`src/rtl/lis_pkg.sv`:
```
// shared types and constants for the longest increasing subsequence unit
// no dependencies; used by controller, datapath and top level
package lis_pkg;

  localparam int MAX_ITEMS = 4096;
  localparam int CNT_W     = $clog2(MAX_ITEMS + 1);
  localparam int ADDR_W    = $clog2(MAX_ITEMS);
  localparam int VAL_W     = 32;
  localparam int FIELD_W   = 13;
  localparam int IN_TDATA_W  = 32;
  localparam int OUT_TDATA_W = 56;

  typedef enum logic [3:0] {
    S_IDLE,
    S_DECIDE,
    S_CHK_FIRST,
    S_CHK_LAST,
    S_PROBE_RD,
    S_PROBE_CHK,
    S_PRED_RD,
    S_WRITE
  } lis_state_t;

  typedef enum logic [1:0] {
    RD_FIRST,
    RD_LAST,
    RD_MID,
    RD_PRED
  } lis_rd_sel_t;

  typedef enum logic [1:0] {
    SLOT_HOLD,
    SLOT_ONE,
    SLOT_EXTEND,
    SLOT_LO
  } lis_slot_sel_t;

  typedef struct packed {
    logic          load;
    logic          take_item;
    logic          mark_ovf;
    logic          open_first;
    lis_slot_sel_t slot_sel;
    logic          search_init;
    logic          search_step;
    logic          rd_en;
    lis_rd_sel_t   rd_sel;
    logic          emit;
  } lis_cmd_t;

  typedef struct packed {
    logic full;
    logic empty;
    logic goes_right;
    logic lo_lt_hi;
    logic out_free;
  } lis_status_t;

endpackage

```
`src/rtl/lis_controller.sv`:
```
// sequencing state machine for the longest increasing subsequence unit
// depends on lis_pkg; drives lis_datapath through command and status structs
module lis_controller (
  input  logic                 clk,
  input  logic                 rst,
  input  logic                 in_valid,
  output logic                 in_ready,
  input  lis_pkg::lis_status_t status,
  output lis_pkg::lis_cmd_t    cmd
);

  lis_pkg::lis_state_t state;
  lis_pkg::lis_state_t state_next;

  always_ff @(posedge clk) begin
    if (rst) begin
      state <= lis_pkg::S_IDLE;
    end else begin
      state <= state_next;
    end
  end

  always_comb begin
    state_next = state;
    case (state)
      lis_pkg::S_IDLE: begin
        if (in_valid) state_next = lis_pkg::S_DECIDE;
      end
      lis_pkg::S_DECIDE: begin
        if (status.full || status.empty) state_next = lis_pkg::S_WRITE;
        else state_next = lis_pkg::S_CHK_FIRST;
      end
      lis_pkg::S_CHK_FIRST: begin
        if (!status.goes_right) state_next = lis_pkg::S_WRITE;
        else state_next = lis_pkg::S_CHK_LAST;
      end
      lis_pkg::S_CHK_LAST: begin
        if (status.goes_right) state_next = lis_pkg::S_PRED_RD;
        else state_next = lis_pkg::S_PROBE_RD;
      end
      lis_pkg::S_PROBE_RD: begin
        if (status.lo_lt_hi) state_next = lis_pkg::S_PROBE_CHK;
        else state_next = lis_pkg::S_PRED_RD;
      end
      lis_pkg::S_PROBE_CHK: state_next = lis_pkg::S_PROBE_RD;
      lis_pkg::S_PRED_RD:   state_next = lis_pkg::S_WRITE;
      lis_pkg::S_WRITE: begin
        if (status.out_free) state_next = lis_pkg::S_IDLE;
      end
      default: state_next = lis_pkg::S_IDLE;
    endcase
  end

  always_comb begin
    cmd = '0;
    cmd.slot_sel = lis_pkg::SLOT_HOLD;
    cmd.rd_sel   = lis_pkg::RD_FIRST;
    in_ready = 1'b0;
    case (state)
      lis_pkg::S_IDLE: begin
        in_ready = 1'b1;
        cmd.load = in_valid;
      end
      lis_pkg::S_DECIDE: begin
        if (status.full) begin
          cmd.mark_ovf = 1'b1;
        end else begin
          cmd.take_item = 1'b1;
          if (status.empty) begin
            cmd.open_first = 1'b1;
            cmd.slot_sel   = lis_pkg::SLOT_ONE;
          end else begin
            cmd.rd_en  = 1'b1;
            cmd.rd_sel = lis_pkg::RD_FIRST;
          end
        end
      end
      lis_pkg::S_CHK_FIRST: begin
        if (!status.goes_right) begin
          cmd.slot_sel = lis_pkg::SLOT_ONE;
        end else begin
          cmd.rd_en  = 1'b1;
          cmd.rd_sel = lis_pkg::RD_LAST;
        end
      end
      lis_pkg::S_CHK_LAST: begin
        if (status.goes_right) cmd.slot_sel = lis_pkg::SLOT_EXTEND;
        else cmd.search_init = 1'b1;
      end
      lis_pkg::S_PROBE_RD: begin
        if (status.lo_lt_hi) begin
          cmd.rd_en  = 1'b1;
          cmd.rd_sel = lis_pkg::RD_MID;
        end else begin
          cmd.slot_sel = lis_pkg::SLOT_LO;
        end
      end
      lis_pkg::S_PROBE_CHK: cmd.search_step = 1'b1;
      lis_pkg::S_PRED_RD: begin
        cmd.rd_en  = 1'b1;
        cmd.rd_sel = lis_pkg::RD_PRED;
      end
      lis_pkg::S_WRITE: cmd.emit = status.out_free;
      default: cmd = '0;
    endcase
  end

endmodule

```
`config.mk`:
```
export PLATFORM = sky130hd
export DESIGN_NAME = lis_controller
export DESIGN_NICKNAME = d
export VERILOG_FILES = /design/src/rtl/lis_pkg.sv /design/src/rtl/lis_controller.sv
export SDC_FILE = /design/constraint.sdc
export NUM_CORES = 1
export LEC_CHECK = 0
export CORE_AREA = 2 2 39 41
export CTS_CLUSTER_SIZE = 16
export DETAILED_ROUTE_END_ITERATION = 12
export DIE_AREA = 0 0 41 43
export DONT_BUFFER_PORTS = 1
export SETUP_SLACK_MARGIN = 0.3
export SYNTH_ARGS = -nofsm -noshare
export SYNTH_HDL_FRONTEND = slang
export SYNTH_SLANG_ARGS = --single-unit
```
`constraint.sdc`:
```
create_clock -name clk -period 1.3 [get_ports clk]
set_input_delay 0.13 -clock clk [delete_from_list [all_inputs] [get_ports clk]]
set_output_delay 0.13 -clock clk [all_outputs]
set_load 0.005 [all_outputs]
```
Word level (Yosys, flattened, before mapping)
Index checks and enable logic that the tools add are counted.
{"block": "totals", "reg_bits": 4, "output_inout_bits": 13}
{"block": "classes", "n_eq_ne": 9, "muxes": 27, "reduce_logical": 3}
{"op": "one-hot mux 4 bit (8 select lines)", "count": 1}
{"op": "2-to-1 mux 3 bit", "count": 9}
{"op": "equality test 4 x 3 -> 1 bit (second input constant)", "count": 4}
{"op": "one-hot mux 3 bit (4 select lines)", "count": 1}
{"op": "2-to-1 mux 1 bit", "count": 9}
{"op": "equality test 4 x 2 -> 1 bit (second input constant)", "count": 2}
{"op": "2-to-1 mux 2 bit", "count": 4}
{"op": "2-to-1 mux 4 bit", "count": 2}
{"op": "one-hot mux 2 bit (4 select lines)", "count": 1}
{"op": "equality test 4 x 1 -> 1 bit (second input constant)", "count": 1}
{"op": "zero test 4 bit", "count": 1}
{"op": "inequality test 2 bit (second input constant)", "count": 2}
{"op": "AND reduction 2 bit", "count": 1}
{"op": "logical OR 1 bit", "count": 1}

Depth between registers and ports, before layout
Gate-level depths: netlist of run 1.
{"block": "depth", "word_depth": 3, "ltp_mapped": 5, "depth_no_buf": 3}

Worst setup path before layout of run 1
OpenSTA, ideal clock, no wires.
{"block": "synth_path", "path_kind": "reg-to-output", "startpoint": "register state[1]", "endpoint": "output cmd[6] (netlist bit)", "arrival_ps": 1080, "required_time_ps": 1170, "setup_slack_ps": 90, "stages_incl_launch_ff": 5, "path_buffers": 1, "path_cell_list": "dfxtp_1 -> buf_6 -> nor4b_2 -> and2_1 -> o21bai_1"}
{"element": "from (decl)", "line": "lis_controller.sv:12", "text": "lis_pkg::lis_state_t state;"}
{"element": "from (signal assigned)", "line": "lis_controller.sv:17", "text": "state <= lis_pkg::S_IDLE;"}
{"element": "from (signal assigned)", "line": "lis_controller.sv:19", "text": "state <= state_next;"}
{"element": "to (decl)", "line": "lis_controller.sv:9", "text": "output lis_pkg::lis_cmd_t cmd"}

==> flow_summary_export.csv, run 1 <==
group,metric,value,unit
run_status,outcome,"finished with violations",
run_status,violations,"negative setup slack",
setup_path,slowest_stage,"dfxtp_4",
grt,grt.overflow.total,0,
clock_tree,numClockSinks,3,
floorplanning,initial_core_util,24.7,%
final_layout,final_common_cell,"buf_4",
drt,drcViolationCount,0,
sta,skew,0.000853,ns
setup_path,cp_slowest_stage_delay,0.35,ns
setup_path,start_kind,"flip-flop",
synth,syn-instance-count,43,
sta,fin_crit_sh,109,%
synth,synth-edff-count,0,
drt,drtPass1Iterations,4,
min_path,hp-start,"rst",
clock_tree,cts_tree,"done",
placement,portBuffers,0,
placement,place_hpwl,677,microns
setup_path,worstPathArrival,1.29,ns
synth,synthFlopType,"dfxtp_1",
floorplanning,die_w,41,microns
floorplanning,rows,14,
sta,max_slew_margin,80.4,%
sta,finalWorstSetupSlack,-0.117,ns
synth,synth_seq_cells,3,
grt,grt_max_degree,8,
sta,hold_ws,0.0729,ns
sta,setup_viol,4,
floorplanning,io_pins,21,
drt,vias_per_cell,5.67,
floorplanning,core_area,0.00138,sq mm
setup_path,reg2reg_to,"state[1]",
synth,syn_avg_cell_area,7.94,sq um
sta,tightest_slew,0.293,ns
final_layout,top_regs,"state x3",
setup_path,reg2reg_setup_slack,0.04,ns
final_layout,final_cell_mix,"10 x buf_4, 7 x buf_6, 4 x nor2b_4",
grt,grt_util_all_layers,16.9,%
clock_tree,cts_buffer_depth,2,
clock_tree,cts_buffers,3,
setup_path,crit_family,"flip-flops",
final_layout,fin_nets,74,
min_path,min_to,"state[1]",
final_layout,largest_register,"state",
floorplanning,dieArea,0.00176,sq mm
final_layout,insertedDiodeCount,0,
setup_path,path_cells,"buf_12, buf_4, nor2b_4, a221o_1",
placement,place_congestion,0.665,
pwr,power_density,1680,mW/mm^2
clock_tree,ctsHtreeMaxLevel,1,
synth,syn-cell-area,342,sq um
min_path,hold_class,"in -> reg",
clock_tree,clk_pin_slew,0.04,ns
grt,grt_pass1_wl,2010,microns
setup_path,r2r_start,"state[1]",
setup_path,required,1.17,ns
synth,syn-num-nets,51,
setup_path,path_buf_inv,2,
grt,grt_pass1_vias,448,
setup_path,rr_worst_depth,5,
final_layout,area_growth_syn_to_layout,137,%
clock_tree,clk_latency,0.23,ns
setup_path,critPathMaxFanout,5,
final_layout,final_layout_size_suffix_gt1_share,78.5,%
pwr,vdd_drop_max,0.836,mV
pwr,finalPower,0.00136,W
setup_path,worstSetupPathType,"reg -> out",
min_path,min_path_cells,2,
drt,finalWirelength,1520,microns
grt,antenna_found_initial,0,
clock_tree,cts_root_buf,"clkbuf_4",
sta,fmax,706,MHz
synth,ys_warn_count,0,
sta,hold_viol_final,0,
final_layout,largest_reg_flops,3,
drt,drtIter0Drc,10,
sta,rsz0062_at_grt,"true",
drt,wl_per_cell,18.8,microns
sta,post-route-min-period,1.42,ns
drt,ant_nets,0,
synth,synth-async-reset-ratio,0,%
synth,synth_cell_types,28,
setup_path,cp-end-kind,"output pin",
drt,vias,459,
synth,seq_area_frac_synth,17.6,%
run,cap_violations,0,
pwr,p_leak,0.321,nW
sta,maxSlewViolCount,0,
floorplanning,die_y,43,microns
-- where the power goes --
group	total, W	switching [W]	internal (W)
Sequential	0.000195	0.0000614	0.000134
Clock	0.000159	0.0000446	0.000115
Combinational	0.00101	0.000430	0.000580
-- synth_stat cells, drive strengths merged (2+ instances only) --
cell type / number / area share [%]
a2111oi: 2 / 7.0
dfxtp: 3 / 18
and3: 2 / 3.7
nor3: 4 / 5.9
buf: 4 / 9.2
nor2b: 4 / 7.3
nor2: 3 / 3.3
inv: 4 / 4.4
and2: 2 / 3.7
-- final cells by class --
cell class / instances / area, sq um
clock buffers: 4 / 26.3
well taps: 16 / 20.0
flip-flops and latches: 3 / 71.3
repair buffers: 22 / 239
multi-input cells: 32 / 434
fillers: 114 / 573
inverters: 4 / 20.0
-- through the flow --
step | util (%) | setup slack (ns) | TNS, ns | std cells | instance area [sq um]
global placement | 30.1 | 0.105 | 0 | 62 | 417
finish | 58.6 | -0.117 | -0.354 | 81 | 811
CTS | 51.6 | -0.0919 | -0.205 | 77 | 714
detailed placement | 30.1 | 0.113 | 0 | 62 | 417
floorplan | - | 0.196 | 0 | 43 | 373
global route | 58.6 | -0.172 | -0.767 | 81 | 811
-- how the worst max path moves through the flow --
stage / from / end / slack [ns] / depth (start not counted)
floorplan: state[2] / state[1] / 0.20 / 4
global route: state[1] / cmd[6] / -0.17 / 4
detailed placement: state[1] / cmd[6] / 0.11 / 4
finish: state[1] / cmd[3] / -0.12 / 4
CTS: state[1] / cmd[6] / -0.09 / 4
global placement: state[1] / cmd[6] / 0.11 / 4
-- cells by family (layout without fill, tap and decap cells) --
logic type	Yosys count	in the layout	synth area share, %
and+or+nand+nor	21	21	38.5
AOI/OAI and AO/OA	11	11	30.4
buffers and inverters	8	30	13.5
DFF	3	3	17.6
-- timing repair --
item                                   in CTS  in global routing
endpoints found under the hold margin       2                  0
pin swaps                                  13                  8
setup buffers                              10                  4
hold buffers                                1                  0
setup endpoints to repair                  16                 16
gates resized for setup                    40                 12
-- routing by layer --
metal | routed length, microns | part of all wire, % | global-route usage [%] | vias up
met3 | 122 | 8.0 | 4.71 | 4
met5 | 0 | 0 | 0 | -
met4 | 15 | 0.99 | 4.00 | 0
li1 | - | - | - | 207
met1 | 535 | 35 | 18.3 | 224
met2 | 849 | 56 | 30.0 | 24
Note: power is estimated with default switching activity, not from simulation.
==> inputs of run 2 (changes only) <==
- TNS_END_PERCENT: unset -> 30
==> run 2 against run 1 <==
Global-route usage shrank 1.1 points; the flow still finishes with violations (negative setup slack); combinational power shrank 31%; critical endpoint is now cmd[6]; critical path depth is the same; clock skew fell by 0.00055 ns.
==> flow_summary_export.csv, run 2 (synthesis gave the netlist of run 1 again) <==
group,metric,value,unit
pwr,p_switching,0.000422,W
clock_tree,clk_latency,0.23,ns
clock_tree,cts_buffer_depth,2,
grt,grt_pass1_vias,441,
floorplanning,rows,14,
floorplanning,io_pins,21,
setup_path,critPathMaxFanout,7,
drt,drtIter0Drc,8,
final_layout,final_layout_size_suffix_gt1_share,61.7,%
final_layout,insertedDiodeCount,0,
pwr,clockPowerShare,15.2,%
final_layout,area_growth_syn_to_layout,85.7,%
grt,grt.overflow.total,0,
sta,fmax,728,MHz
pwr,p_comb_share,66.9,%
pwr,vdd_drop_max,0.612,mV
final_layout,fin_util,45.8,%
final_layout,fin_nets,69,
drt,finalWirelength,1260,microns
floorplanning,dieArea,0.00176,sq mm
clock_tree,ctsHtreeMaxLevel,1,
grt,grt_pass1_wl,1900,microns
sta,finalWorstSetupSlack,-0.0742,ns
sta,skew,0.000303,ns
placement,place_hpwl,680,microns
pwr,intPower,0.000621,W
sta,fin_setup_tns,-0.0852,ns
floorplanning,core_area,0.00138,sq mm
grt,grt_util_all_layers,15.7,%
sta,hold_ws,0.0533,ns
floorplanning,die_w,41,microns
drt,drcViolationCount,0,
run_status,outcome,"finished with violations",
drt,vias,415,
min_path,hold_class,"in -> reg",
setup_path,worstPathArrival,1.24,ns
setup_path,worstSetupPathType,"reg -> out",
pwr,power_frac_seq,17.9,%
final_layout,largest_register,"state",
drt,ant_nets,0,
grt,grt_max_degree,9,
sta,max_slew_margin,76.5,%
placement,place_ws,0.126,ns
clock_tree,numClockSinks,3,
clock_tree,cts_buffers,3,
floorplanning,die_y,43,microns
drt,drtPass1Iterations,4,
final_layout,fin_cells,76,
setup_path,required,1.17,ns
floorplanning,initial_core_util,24.7,%
run_status,violations,"negative setup slack",
run,cap_violations,0,
sta,post-route-min-period,1.37,ns
setup_path,cp-end-kind,"output pin",
placement,portBuffers,0,
sta,fin_crit_sh,106,%
final_layout,top_regs,"state x3",
pwr,switching_share,40.5,%
final_layout,final_common_cell,"buf_4",
sta,maxSlewViolCount,0,
drt,wl_per_cell,16.6,microns
drt,vias_per_cell,5.46,
placement,place_congestion,0.717,
clock_tree,clk_pin_slew,0.03,ns
pwr,power_density,1640,mW/mm^2
sta,tightest_slew,0.349,ns
final_layout,largest_reg_flops,3,
sta,setup_viol,2,
grt,antenna_found_initial,0,
setup_path,start_kind,"flip-flop",
sta,rsz0062_at_grt,"true",
clock_tree,cts_root_buf,"clkbuf_4",
placement,dp.cells,62,
final_layout,final_cell_mix,"10 x buf_4, 6 x buf_6, 3 x inv_1, 3 x clkbuf_4",
sta,hold_viol_final,0,
clock_tree,cts_tree,"done",
pwr,p_leak,0.261,nW
[run 2: power groups by stage]
stage | logic, W | clock network [W] | registers, W
after global placement | 0.000375 | 0 | 0.000185
after global routing | 0.000747 | 0.000178 | 0.000194
after floorplan | 0.000341 | 0 | 0.000155
final | 0.000698 | 0.000158 | 0.000187
after CTS | 0.000620 | 0.000166 | 0.000186
after detailed placement | 0.000377 | 0 | 0.000187
[run 2: timing repair]
action / CTS / global route
pin swaps: 11 / 7
buffers inserted: 9 / 0
hold endpoints to repair: 2 / 0
gates resized for setup: 22 / 8
hold buffers: 1 / 0
setup endpoints to repair: 16 / 16
[run 2: metrics by stage]
step / power (W) / instance area [sq um]
floorplan: 0.000496 / 373
global placement: 0.000560 / 404
detailed placement: 0.000564 / 404
CTS: 0.000972 / 601
global route: 0.00112 / 634
finish: 0.00104 / 634
[run 2: critical path, stage by stage, from the launching register on]
cell,delay [ns]
dfxtp_2,0.33
buf_6,0.13
nor4b_4,0.25
and2_4,0.19
o21bai_4,0.11
[run 2: final timing paths]
kind,slack [ns],end,cells past startpoint,from
min,0.05,state[1],2,rst
max,-0.07,cmd[6],4,state[1]
min reg2reg,0.68,state[2],3,state[2]
max reg2reg,0.11,state[1],4,state[2]
[run 2: layer usage]
| layer | global-route usage [%] | vias up | share of wire [%] |
|---|---|---|---|
| met3 | 3.66 | 6 | 6.6 |
| met1 | 15.4 | 194 | 32 |
| li1 | - | 196 | - |
| met4 | 8.67 | 0 | 5.9 |
| met2 | 27.8 | 19 | 56 |
| met5 | 0 | - | 0 |
[run 2: final cells by class]
| class | count | area (sq um) |
|---|---|---|
| Clock buffer | 4 | 26.3 |
| Inverter | 4 | 17.5 |
| Tap cell | 16 | 20.0 |
| Multi-Input combinational cell | 32 | 349 |
| Sequential cell | 3 | 68.8 |
| Fill cell | 147 | 749 |
| Timing Repair Buffer | 17 | 153 |
